### config.mk
export PLATFORM = sky130hd
export DESIGN_NAME = mandelbrot_escape_time
export DESIGN_NICKNAME = d
export VERILOG_FILES = /design/src/hw/rtl/mbe_pkg.sv /design/src/hw/rtl/mbe_cfg_regs.sv /design/src/hw/rtl/mandelbrot_escape_time.sv
export SDC_FILE = /design/constraint.sdc
export NUM_CORES = 2
export LEC_CHECK = 0
export BUFFER_PORTS_ARGS = -buffer_cell sky130_fd_sc_hd__buf_2
export CORE_AREA = 2 2 429 431
export CTS_BUF_LIST = sky130_fd_sc_hd__clkbuf_16
export DETAILED_ROUTE_END_ITERATION = 16
export DIE_AREA = 0 0 431 433
export PLACE_DENSITY = 0.46
export SKIP_CTS_REPAIR_TIMING = 1
export SLEW_MARGIN = 20
export SYNTH_ARGS = -nofsm -noshare
export SYNTH_HDL_FRONTEND = slang
export SYNTH_SLANG_ARGS = --single-unit
### constraint.sdc
create_clock -name clk -period 11.2 [get_ports clk]
set_input_delay 0 -clock clk [delete_from_list [all_inputs] [get_ports clk]]
set_output_delay 0 -clock clk [all_outputs]
set_load 0.01 [all_outputs]
### src/hw/rtl/mbe_pkg.sv
// Shared types and constants for the escape-time evaluator.
package mbe_pkg;

    localparam int unsigned FRAC_BITS = 28;
    localparam int unsigned NUM_W     = 32;
    localparam int unsigned PROD_W    = 2 * NUM_W;
    localparam int unsigned SQ_W      = PROD_W - 1 - FRAC_BITS;
    localparam int unsigned RI_W      = PROD_W - FRAC_BITS;
    localparam int unsigned ACC_W     = 40;
    localparam int unsigned MAG_W     = SQ_W + 2;
    localparam int unsigned MAP_W     = 45;

    localparam logic [MAG_W-1:0] MAG_LIMIT = MAG_W'(4) << FRAC_BITS;

    typedef enum logic [2:0] {
        CFG_CENTER_RE = 3'd0,
        CFG_CENTER_IM = 3'd1,
        CFG_PIXEL_STEP = 3'd2,
        CFG_MAX_ITER  = 3'd3,
        CFG_IMG_W     = 3'd4,
        CFG_IMG_H     = 3'd5
    } cfg_idx_t;

    localparam logic [30:0] RST_PIXEL_STEP = 31'd1342177;
    localparam logic [15:0] RST_MAX_ITER   = 16'd1000;
    localparam logic [10:0] RST_IMG_W      = 11'd800;
    localparam logic [10:0] RST_IMG_H      = 11'd600;

    typedef struct packed {
        logic signed [31:0] center_re;
        logic signed [31:0] center_im;
        logic [30:0]        pixel_step;
        logic [15:0]        iter_limit;
        logic [10:0]        image_width;
        logic [10:0]        image_height;
    } cfg_t;

    typedef enum logic [3:0] {
        ST_IDLE,
        ST_MAP_RE,
        ST_MAP_IM,
        ST_MAP_END,
        ST_MUL_RI,
        ST_STEP,
        ST_SQ_RE,
        ST_SQ_IM,
        ST_MAG,
        ST_DONE
    } state_t;

endpackage

### src/hw/rtl/mbe_cfg_regs.sv
// Configuration register file for the escape-time evaluator.
module mbe_cfg_regs
    import mbe_pkg::*;
(
    input  logic        clk,
    input  logic        rst_n,
    input  logic        cfg_we,
    input  logic [2:0]  cfg_index,
    input  logic [31:0] cfg_data,
    output cfg_t        cfg
);

    cfg_t cfg_reg;

    always_ff @(posedge clk or negedge rst_n)
    begin
        if (!rst_n)
        begin
            cfg_reg.center_re      <= '0;
            cfg_reg.center_im      <= '0;
            cfg_reg.pixel_step     <= RST_PIXEL_STEP;
            cfg_reg.iter_limit     <= RST_MAX_ITER;
            cfg_reg.image_width    <= RST_IMG_W;
            cfg_reg.image_height   <= RST_IMG_H;
        end
        else if (cfg_we)
        begin
            unique case (cfg_index)
                CFG_CENTER_RE:  cfg_reg.center_re      <= $signed(cfg_data);
                CFG_CENTER_IM:  cfg_reg.center_im      <= $signed(cfg_data);
                CFG_PIXEL_STEP: cfg_reg.pixel_step     <= cfg_data[30:0];
                CFG_MAX_ITER:   cfg_reg.iter_limit     <= cfg_data[15:0];
                CFG_IMG_W:      cfg_reg.image_width    <= cfg_data[10:0];
                CFG_IMG_H:      cfg_reg.image_height   <= cfg_data[10:0];
                default:        ;
            endcase
        end
    end

    assign cfg = cfg_reg;

endmodule

### src/hw/rtl/mandelbrot_escape_time.sv
// Escape-time evaluator: pixel to complex point, then z = z*z + c iteration.
//
//   channel  dir  word
//   s_*      in   pixel_x [9:0], pixel_y [19:10]
//   m_*      out  iteration_count [15:0], escaped [16]
//   cfg_*    in   register write, index 0..5
//
// One 32x32 signed multiplier, registered, shared by every product.
// A pixel runs at most the iteration limit of iterations and ends early on escape,
// either on overflow in the update or when the magnitude check exceeds the limit.
// Per iteration: three multiplier passes, one update step, one magnitude check.
// Reset clears the sequencer and output valid; config returns to its reset values.
// s_tready is high only in idle; a result waits in the output register while
// the next word is taken, and a finished pixel holds until that register is free.
module mandelbrot_escape_time
    import mbe_pkg::*;
(
    input  logic        clk,
    input  logic        rst_n,
    input  logic        s_tvalid,
    output logic        s_tready,
    input  logic [23:0] s_tdata,   // pixel_x [9:0], pixel_y [19:10], zero [23:20]
    output logic        m_tvalid,
    input  logic        m_tready,
    output logic [23:0] m_tdata,   // iteration_count [15:0], escaped [16], zero [23:17]
    input  logic        cfg_we,
    input  logic [2:0]  cfg_index,
    input  logic [31:0] cfg_data
);

    cfg_t cfg;

    mbe_cfg_regs u_cfg
    (
        .clk       (clk),
        .rst_n     (rst_n),
        .cfg_we    (cfg_we),
        .cfg_index (cfg_index),
        .cfg_data  (cfg_data),
        .cfg       (cfg)
    );

    state_t state_reg, state_next;

    logic [9:0]               px_reg, py_reg;
    logic signed [NUM_W-1:0]  c_re_reg, c_im_reg;
    logic signed [NUM_W-1:0]  re_reg, im_reg;
    logic [SQ_W-1:0]          sq_re_reg, sq_im_reg;
    logic [15:0]              count_reg;
    logic signed [PROD_W-1:0] prod_reg;
    logic                     esc_reg;
    logic                     m_valid_reg;
    logic [15:0]              m_count_reg;
    logic                     m_esc_reg;

    logic signed [NUM_W-1:0]  mul_a, mul_b;
    logic signed [11:0]       off_x, off_y;
    logic signed [NUM_W-1:0]  map_center;
    logic signed [MAP_W-1:0]  map_sum;
    logic signed [NUM_W-1:0]  map_sat;
    logic [SQ_W-1:0]          sq_prod;
    logic signed [RI_W-1:0]   ri_prod;
    logic signed [ACC_W-1:0]  nr, ni;
    logic                     nr_fits, ni_fits;
    logic [MAG_W-1:0]         mag;
    logic                     out_free;
    logic                     in_take;

    assign s_tready = (state_reg == ST_IDLE);
    assign in_take  = s_tvalid && s_tready;
    assign out_free = !m_valid_reg || m_tready;

    assign off_x = $signed({1'b0, px_reg, 1'b0}) - $signed({1'b0, cfg.image_width});
    assign off_y = $signed({1'b0, py_reg, 1'b0}) - $signed({1'b0, cfg.image_height});

    // floor(off*step/2) + centre, saturated to 32 bits
    assign map_center = (state_reg == ST_MAP_IM) ? cfg.center_re : cfg.center_im;
    assign map_sum    = prod_reg[MAP_W:1] + MAP_W'(map_center);
    always_comb
    begin
        if (map_sum[MAP_W-1:NUM_W-1] == '0 || map_sum[MAP_W-1:NUM_W-1] == '1)
            map_sat = map_sum[NUM_W-1:0];
        else if (map_sum[MAP_W-1])
            map_sat = {1'b1, {(NUM_W-1){1'b0}}};
        else
            map_sat = {1'b0, {(NUM_W-1){1'b1}}};
    end

    assign sq_prod = prod_reg[PROD_W-2:FRAC_BITS];
    assign ri_prod = prod_reg[PROD_W-1:FRAC_BITS];

    assign nr = $signed(ACC_W'(sq_re_reg)) - $signed(ACC_W'(sq_im_reg)) + ACC_W'(c_re_reg);
    assign ni = ACC_W'($signed({ri_prod, 1'b0})) + ACC_W'(c_im_reg);
    assign nr_fits = (nr[ACC_W-1:NUM_W-1] == '0) || (nr[ACC_W-1:NUM_W-1] == '1);
    assign ni_fits = (ni[ACC_W-1:NUM_W-1] == '0) || (ni[ACC_W-1:NUM_W-1] == '1);

    assign mag = MAG_W'(sq_re_reg) + MAG_W'(sq_prod);

    always_comb
    begin
        mul_a      = re_reg;
        mul_b      = im_reg;
        state_next = state_reg;
        unique case (state_reg)
            ST_IDLE:
            begin
                if (in_take)
                    state_next = ST_MAP_RE;
            end
            ST_MAP_RE:
            begin
                mul_a      = NUM_W'(off_x);
                mul_b      = $signed({1'b0, cfg.pixel_step});
                state_next = ST_MAP_IM;
            end
            ST_MAP_IM:
            begin
                mul_a      = NUM_W'(off_y);
                mul_b      = $signed({1'b0, cfg.pixel_step});
                state_next = ST_MAP_END;
            end
            ST_MAP_END:
                state_next = ST_MUL_RI;
            ST_MUL_RI:
            begin
                if (count_reg >= cfg.iter_limit)
                    state_next = ST_DONE;
                else
                    state_next = ST_STEP;
            end
            ST_STEP:
            begin
                if (nr_fits && ni_fits)
                    state_next = ST_SQ_RE;
                else
                    state_next = ST_DONE;
            end
            ST_SQ_RE:
            begin
                mul_a      = re_reg;
                mul_b      = re_reg;
                state_next = ST_SQ_IM;
            end
            ST_SQ_IM:
            begin
                mul_a      = im_reg;
                mul_b      = im_reg;
                state_next = ST_MAG;
            end
            ST_MAG:
            begin
                if (mag > MAG_LIMIT)
                    state_next = ST_DONE;
                else
                    state_next = ST_MUL_RI;
            end
            ST_DONE:
            begin
                if (out_free)
                    state_next = ST_IDLE;
            end
            default:
                state_next = ST_IDLE;
        endcase
    end

    always_ff @(posedge clk or negedge rst_n)
    begin
        if (!rst_n)
            state_reg <= ST_IDLE;
        else
            state_reg <= state_next;
    end

    always_ff @(posedge clk)
    begin
        prod_reg <= mul_a * mul_b;
        if (in_take)
        begin
            px_reg <= s_tdata[9:0];
            py_reg <= s_tdata[19:10];
        end
        unique case (state_reg)
            ST_MAP_IM:
                c_re_reg <= map_sat;
            ST_MAP_END:
            begin
                c_im_reg  <= map_sat;
                re_reg    <= '0;
                im_reg    <= '0;
                sq_re_reg <= '0;
                sq_im_reg <= '0;
                count_reg <= '0;
                esc_reg   <= 1'b0;
            end
            ST_STEP:
            begin
                re_reg <= nr[NUM_W-1:0];
                im_reg <= ni[NUM_W-1:0];
                if (!(nr_fits && ni_fits))
                    esc_reg <= 1'b1;
            end
            ST_SQ_IM:
                sq_re_reg <= sq_prod;
            ST_MAG:
            begin
                sq_im_reg <= sq_prod;
                if (mag > MAG_LIMIT)
                    esc_reg <= 1'b1;
                else
                    count_reg <= count_reg + 16'd1;
            end
            default:
                ;
        endcase
    end

    always_ff @(posedge clk or negedge rst_n)
    begin
        if (!rst_n)
            m_valid_reg <= 1'b0;
        else if (state_reg == ST_DONE && out_free)
            m_valid_reg <= 1'b1;
        else if (m_tready)
            m_valid_reg <= 1'b0;
    end

    always_ff @(posedge clk)
    begin
        if (state_reg == ST_DONE && out_free)
        begin
            m_count_reg <= count_reg;
            m_esc_reg   <= esc_reg;
        end
    end

    assign m_tvalid = m_valid_reg;
    assign m_tdata  = {7'd0, m_esc_reg, m_count_reg};

endmodule
==> Word level (Yosys, flattened, before mapping) <==
Cells that the tools add are included.
{ "totals": {"input_bits": 64, "regBits": 454, "wordCells": 104, "out_inout_bits": 26} }
{ "op_classes": {"n_eq_ne": 22, "reduce_logical": 28, "multipliers": 1, "n_mux": 22, "n_addsub": 8, "order_cmp": 2} }
{ "op_table": {"columns": ["operator", "n"], "rows": [
  ["$pmux 32 s2", 3],
  ["$pmux 35 s2", 2],
  ["$mux 32", 3],
  ["$pmux 32 s3", 1],
  ["$mul 32x32->64", 1],
  ["$add 45x45->45", 1],
  ["$pmux 4 s10", 1],
  ["$add 37x32->38", 1],
  ["$add 36x32->37", 1],
  ["$add 35x35->36", 1],
  ["$gt 36x31->1 const B", 1],
  ["$sub 35x35->36", 1],
  ["$pmux 16 s2", 1],
  ["$sub 11x11->12", 2],
  ["$mux 4", 5],
  ["$eq 9x9->1 const B", 2],
  ["$logic_not 9->1", 2],
  ["$add 16x1->16 const B", 1],
  ["$eq 4x3->1 const B", 4],
  ["$ge 16x16->1", 1],
  ["$mux 16", 1],
  ["$reduce_and 2->1", 8],
  ["$eq 14x14->1 const B", 1],
  ["$logic_not 14->1", 1],
  ["19 further kinds", 37]
]} }

==> Logic depth before layout (Yosys ltp) <==
{ "depth": {"depth_word": 7, "mapped_depth": 45, "mapped_depth_nobuf": 43} }

==> By module <==
Synthesis repeated with hierarchy kept, for this count alone.
{ "unflattened": {"hier_cells": 6599, "area_unflattened_um2": 63034.2} }
{ "modules_own_cells": {"columns": ["mod", "n_inst", "area_each_um2", "cells_per_inst", "seq_area_each_um2"], "rows": [
  ["mandelbrot_escape_time", 1, 57969.3, 6314, 8953.6],
  ["mbe_cfg_regs", 1, 5064.9, 285, 3358.2]
]} }

==> Least setup slack after synthesis <==
Ideal clock, no wire load.
{ "synth_timing": {"path_kind": "register -> register", "start": "reg px_reg[0]", "end": "reg prod_reg[62]", "slack_ns": 1.065, "arrival_time_ns": 10.063, "stages_incl_launch_ff": 37, "setup_ns": 0.072, "path_buffers": 3, "period_less_slack_ns": 10.135, "required_ns": 11.128, "path_cell_list": "edfxtp_1 -> ha_1 -> nor2b_1 -> o21ai_0 -> a21boi_0 -> o21ai_0 -> a21boi_0 -> o21ai_0 -> a21oi_1 -> o31a_1 -> o21ai_0 -> a21oi_1 -> clkbuf_1 -> a21o_1 -> clkbuf_1 -> nor2_1 -> fa_1 -> fa_1 -> fa_1 -> fa_1 -> inv_1 -> fa_1 -> inv_1 -> fa_1 -> fa_1 -> fa_1 -> ha_1 -> clkbuf_1 -> a21o_1 -> a211oi_1 -> nand2b_1 -> a21boi_0 -> a31oi_1 -> a221o_1 -> a21bo_2 -> a21oi_1 -> xnor2_1"} }
{ "synth_via": {"elab_chain_len": 3} }
{ "synth_rtl": {"columns": ["item", "line", "source"], "rows": [
  ["from (decl)", "mandelbrot_escape_time.sv:45", "logic [9:0] px_reg, py_reg;"],
  ["from (signal assigned)", "mandelbrot_escape_time.sv:180", "px_reg <= s_tdata[9:0];"],
  ["$sub 11x11->12", "mandelbrot_escape_time.sv:73", "assign off_x = $signed({1'b0, px_reg, 1'b0}) - $signed({1'b0, cfg.image_width});"],
  ["$pmux 32 s3", "mandelbrot_escape_time.sv:104", "unique case (state_reg)"],
  ["$mul 32x32->64", "mandelbrot_escape_time.sv:177", "prod_reg <= mul_a * mul_b;"],
  ["to (signal assigned)", "mandelbrot_escape_time.sv:177", null],
  ["to (decl)", "mandelbrot_escape_time.sv:50", "logic signed [PROD_W-1:0] prod_reg;"]
]} }
No other way between the ends.
A chain may end at the register's enable or synchronous reset.

==> Final worst setup path <==
{ "layout_timing": {"start": "reg state_reg[3]", "end": "reg prod_reg[62]"} }
{ "layout_via": {"elab_chain_len": 4, "elab_cells_between_ends": 8, "cone_classes": "mul: 1; eq/ne: 4; mux: 2; reduce/logical: 1"} }
{ "layout_rtl": {"columns": ["item", "line", "source"], "rows": [
  ["from (decl)", "mandelbrot_escape_time.sv:43", "state_t state_reg, state_next;"],
  ["from (signal assigned)", "mandelbrot_escape_time.sv:172", "state_reg <= state_next;"],
  ["$eq 4x2->1 or $eq 4x1->1 (tied branches)", "mandelbrot_escape_time.sv:104", null],
  ["$reduce_or 2->1 (no source line)", null, null],
  ["$pmux 32 s2", "mandelbrot_escape_time.sv:104", null],
  ["$mul 32x32->64 *", "mandelbrot_escape_time.sv:177", null]
]} }
Every way passes the cells marked *; elsewhere a longest branch is shown, timed or not.

==> impl_results.html <==
<table>
<tr><th>Metric</th><th>Value</th></tr>
<tr><th colspan="2">Run status</th></tr>
<tr><td>Outcome</td><td>finished with violations</td></tr>
<tr><td>Violations in the final reports</td><td>negative hold slack</td></tr>
<tr><th colspan="2">Floorplanning</th></tr>
<tr><td>Height of the chip</td><td>between 400 and 500 µm</td></tr>
<tr><td>Number of cell rows</td><td>approximately 160</td></tr>
<tr><td>X dimension of the die</td><td>431 µm</td></tr>
<tr><td>Area enclosed by the die boundary</td><td>187000 µm²</td></tr>
<tr><td>Floorplan core area</td><td>182000 µm²</td></tr>
<tr><td>Starting Density</td><td>a little over a third</td></tr>
<tr><td>I/O pin total</td><td>90</td></tr>
<tr><th colspan="2">Timing</th></tr>
<tr><td>Smallest hold slack</td><td>-0.0000355 ns</td></tr>
<tr><td>Slew of the pin with the lowest slew margin</td><td>approximately 1.1 ns</td></tr>
<tr><td>Pins over their slew limit</td><td>0</td></tr>
<tr><td>Clock skew after layout</td><td>0.0550 ns</td></tr>
<tr><td>Final setup margin</td><td>0.407 ns</td></tr>
<tr><td>Post-route minimum period</td><td>roughly 11 ns</td></tr>
<tr><td>Final setup violation count</td><td>0</td></tr>
<tr><td>Fraction of the cycle the final worst path needs</td><td>96.4%</td></tr>
<tr><td>Worst relative slew slack</td><td>25.2%</td></tr>
<tr><td>Count of endpoints failing hold in the final timing report</td><td>1</td></tr>
<tr><td>Peak Freq</td><td>approximately 0.093 GHz</td></tr>
<tr><th colspan="2">Synth</th></tr>
<tr><td>Post-Synthesis Mean Instance Area</td><td>between 9 and 10 µm²</td></tr>
<tr><td>Most common cell in the synthesized netlist</td><td>sky130_fd_sc_hd__inv_1</td></tr>
<tr><td>Top post-synthesis cells by area</td><td>sky130_fd_sc_hd__fa_1, sky130_fd_sc_hd__edfxtp_1, sky130_fd_sc_hd__ha_1</td></tr>
<tr><td>Synth cell count leaders</td><td>sky130_fd_sc_hd__inv_1, sky130_fd_sc_hd__fa_1, sky130_fd_sc_hd__nand2_1</td></tr>
<tr><td>Number of distinct library cells after synthesis</td><td>99</td></tr>
<tr><td>Share of the synthesized area in the top cell type</td><td>roughly a third</td></tr>
<tr><td>FF+latch count, synth</td><td>~450</td></tr>
<tr><td>Post-synth ARST share</td><td>30.5%</td></tr>
<tr><td>Mapped Cells</td><td>roughly 6700</td></tr>
<tr><td>Synthesis Warnings</td><td>0</td></tr>
<tr><td>Post-synth top area cell</td><td>sky130_fd_sc_hd__fa_1</td></tr>
<tr><td>Number of flops mapped to enable cells by yosys</td><td>around 250</td></tr>
<tr><td>Sequential-to-total area share from yosys stat</td><td>between 10% and 20%</td></tr>
<tr><td>Syn Std Cell Area</td><td>around 63000 µm²</td></tr>
<tr><td>Synth Flop Type</td><td>sky130_fd_sc_hd__edfxtp_1</td></tr>
<tr><th colspan="2">Global routing</th></tr>
<tr><td>Number of antenna violations at the first check in global routing</td><td>11</td></tr>
<tr><td>First-pass GRT wire length</td><td>~330 mm</td></tr>
<tr><td>Global Route Usage Sum</td><td>23.8%</td></tr>
<tr><td>Pin count of the biggest net entering global routing</td><td>92</td></tr>
<tr><td>GRT Residual Overflow</td><td>0</td></tr>
<tr><td>Via count of the first global-routing pass</td><td>about 50000</td></tr>
<tr><th colspan="2">Placed design</th></tr>
<tr><td>Post-placement setup slack</td><td>0.0329 ns</td></tr>
<tr><td>DPL Wire Length</td><td>roughly 180 mm</td></tr>
<tr><td>PortBufs</td><td>78</td></tr>
<tr><td>Count of placed standard cells including taps</td><td>9190</td></tr>
<tr><td>Final GP Congestion</td><td>just over 0.9</td></tr>
<tr><th colspan="2">Hold path</th></tr>
<tr><td>Hold WC Path Type</td><td>primary input to flip-flop</td></tr>
<tr><th colspan="2">Job</th></tr>
<tr><td>Count of max-cap constraint violations</td><td>0</td></tr>
<tr><th colspan="2">Drt</th></tr>
<tr><td>Mean routed wirelength per cell</td><td>approximately 23 µm</td></tr>
<tr><td>Number of optimization iterations in the first detailed-route pass</td><td>5</td></tr>
<tr><td>Avg Vias per Cell</td><td>about 5</td></tr>
<tr><td>Number of DRC violations after detailed routing</td><td>0</td></tr>
<tr><td>Via total after detailed routing</td><td>approximately 48000</td></tr>
<tr><td>Count of antenna-violating nets left after detailed routing</td><td>0</td></tr>
<tr><td>Drt first-iter violations</td><td>around 3600</td></tr>
<tr><td>Drt total wl</td><td>around 220 mm</td></tr>
<tr><th colspan="2">Clock network</th></tr>
<tr><td>CTS clk-pin slew, worst paths</td><td>approximately 0.06 ns</td></tr>
<tr><td>Total number of H-tree levels</td><td>2</td></tr>
<tr><td>Clk_lat worst skew</td><td>just under 0.7 ns</td></tr>
<tr><td>Maximum count of clock buffers along a single path</td><td>3</td></tr>
<tr><td>Clock sink total</td><td>around 450</td></tr>
<tr><td>Buffer cell driving the clock tree root</td><td>sky130_fd_sc_hd__clkbuf_16</td></tr>
<tr><td>CTS Buf Count</td><td>between 50 and 60</td></tr>
<tr><td>Clock tree from TritonCTS</td><td>built</td></tr>
<tr><th colspan="2">Setup path</th></tr>
<tr><td>Kind of critical path</td><td>flip-flop to flip-flop</td></tr>
<tr><td>Startpoint kind of the worst setup timing path</td><td>flip-flop</td></tr>
<tr><td>Critical path buffer and inverter count</td><td>10</td></tr>
<tr><td>Critical Path RT</td><td>11.78 ns</td></tr>
<tr><td>Slowest stage cell on the critical path</td><td>sky130_fd_sc_hd__nor2_2</td></tr>
<tr><td>Arrival time of data at the critical path endpoint</td><td>11.37 ns</td></tr>
<tr><td>Largest incremental delay on the critical path</td><td>around 0.66 ns</td></tr>
<tr><td>Worst Setup End Kind</td><td>flip-flop</td></tr>
<tr><td>Cell occurring most often along the worst timing path</td><td>sky130_fd_sc_hd__fa_1</td></tr>
<tr><td>Family with the most delay on the worst path</td><td>adder cells</td></tr>
<tr><td>Maximum fanout count along the critical path</td><td>23</td></tr>
<tr><th colspan="2">Final layout</th></tr>
<tr><td>Reg area</td><td>about 12000 µm²</td></tr>
<tr><td>Final cell count without fillers</td><td>about 9400</td></tr>
<tr><td>Signed area change from the synthesized netlist to the final layout</td><td>11.3%</td></tr>
<tr><td>Largest register FFs</td><td>between 100 and 150</td></tr>
<tr><td>Core Util, Final</td><td>between 30% and 40%</td></tr>
<tr><td>Fraction of layout instances using a drive strength above 1</td><td>under 10%</td></tr>
<tr><td>Final layout net count</td><td>~8500</td></tr>
<tr><td>Filler cells</td><td>~18000</td></tr>
<tr><td>Multi-input gate area in the final layout</td><td>45700 µm²</td></tr>
</table>
[stage by stage]
stage	cell area (µm²)	TNS (ns)
floorplan	63300	0
global placement	67800	-0.712
detailed placement	67800	0
CTS	69700	-0.164
global route	70400	-0.304
finish	70400	0
[cell type report]
class,instances,share of cell area (%)
Inverter,1170,6.24
Clock buffer,56,1.99
Tap cell,2385,4.24
Multi-Input combinational cell,4839,64.9
Clock inverter,47,0.744
Antenna cell,6,0.0213
Sequential cell,453,17.5
Timing Repair Buffer,404,4.43
[cell usage in the layout, fill, tap and decap left out, drive strengths merged, types with 58 or more instances in the layout]
| cell type | instances |
|---|---|
| nand2 | 1034 |
| xor2 | 98 |
| a21o | 136 |
| xnor2 | 134 |
| and2 | 79 |
| and3 | 70 |
| dlygate4sd3 | 58 |
| edfxtp | 252 |
| dfxtp | 63 |
| fa | 1089 |
| a21oi | 270 |
| o21ai | 176 |
| mux2 | 124 |
| nand3 | 67 |
| nor2 | 540 |
| ha | 407 |
| inv | 1183 |
| dfrtp | 114 |
| buf | 346 |
[worst register-to-register path: cells and delay by family, from the launching register on]
kind,cells,cell delay [ns]
simple gates,4,1.82
flops,1,0.50
xor+xnor,1,0.14
buf+inv,10,1.45
fa+ha+maj,9,4.45
compound gates,12,2.33
[per-layer routing]
metal	vias to the layer above	share of wire (%)	routed length (µm)	global-route usage [%]
met1	24660	47	102000	34.7
li1	21777	-	-	-
met5	-	0.0032	7	0
met2	1263	45	99300	37.8
met4	2	2.8	6170	5.90
met3	214	5.4	11800	2.75
[path summary, 6_finish.rpt]
check,cells past startpoint,end,slack (ns),start
max,36,prod_reg[62],0.41,state_reg[3]
min,5,u_cfg.cfg[19],-0.00004,cfg_index[2]
max reg2reg,36,prod_reg[62],0.41,state_reg[3]
min reg2reg,0,m_esc_reg,0.45,esc_reg
max in group asynchronous,3,u_cfg.cfg[65],9.82,rst_n
min in group asynchronous,2,u_cfg.cfg[76],0.04,rst_n
[logic make-up (layout without fill, tap and decap cells)]
| group | Yosys count | after routing | synth area share, % |
|---|---|---|---|
| XOR/XNOR | 233 | 233 | 3.25 |
| other | 1 | 13 | 0.00593 |
| multiplexers | 133 | 133 | 2.35 |
| flip-flops | 453 | 453 | 19.5 |
| adder cells (fa/ha/maj) | 1496 | 1496 | 42.5 |
| buffers and inverters | 1462 | 1677 | 8.81 |
| AO/OA/AOI/OAI | 935 | 935 | 9.79 |
| AND/OR/NAND/NOR | 2035 | 2035 | 13.8 |
Power is left out: the tool's default activity adds up to more than one toggle a clock period on the data nets, which glitch-free logic cannot reach.
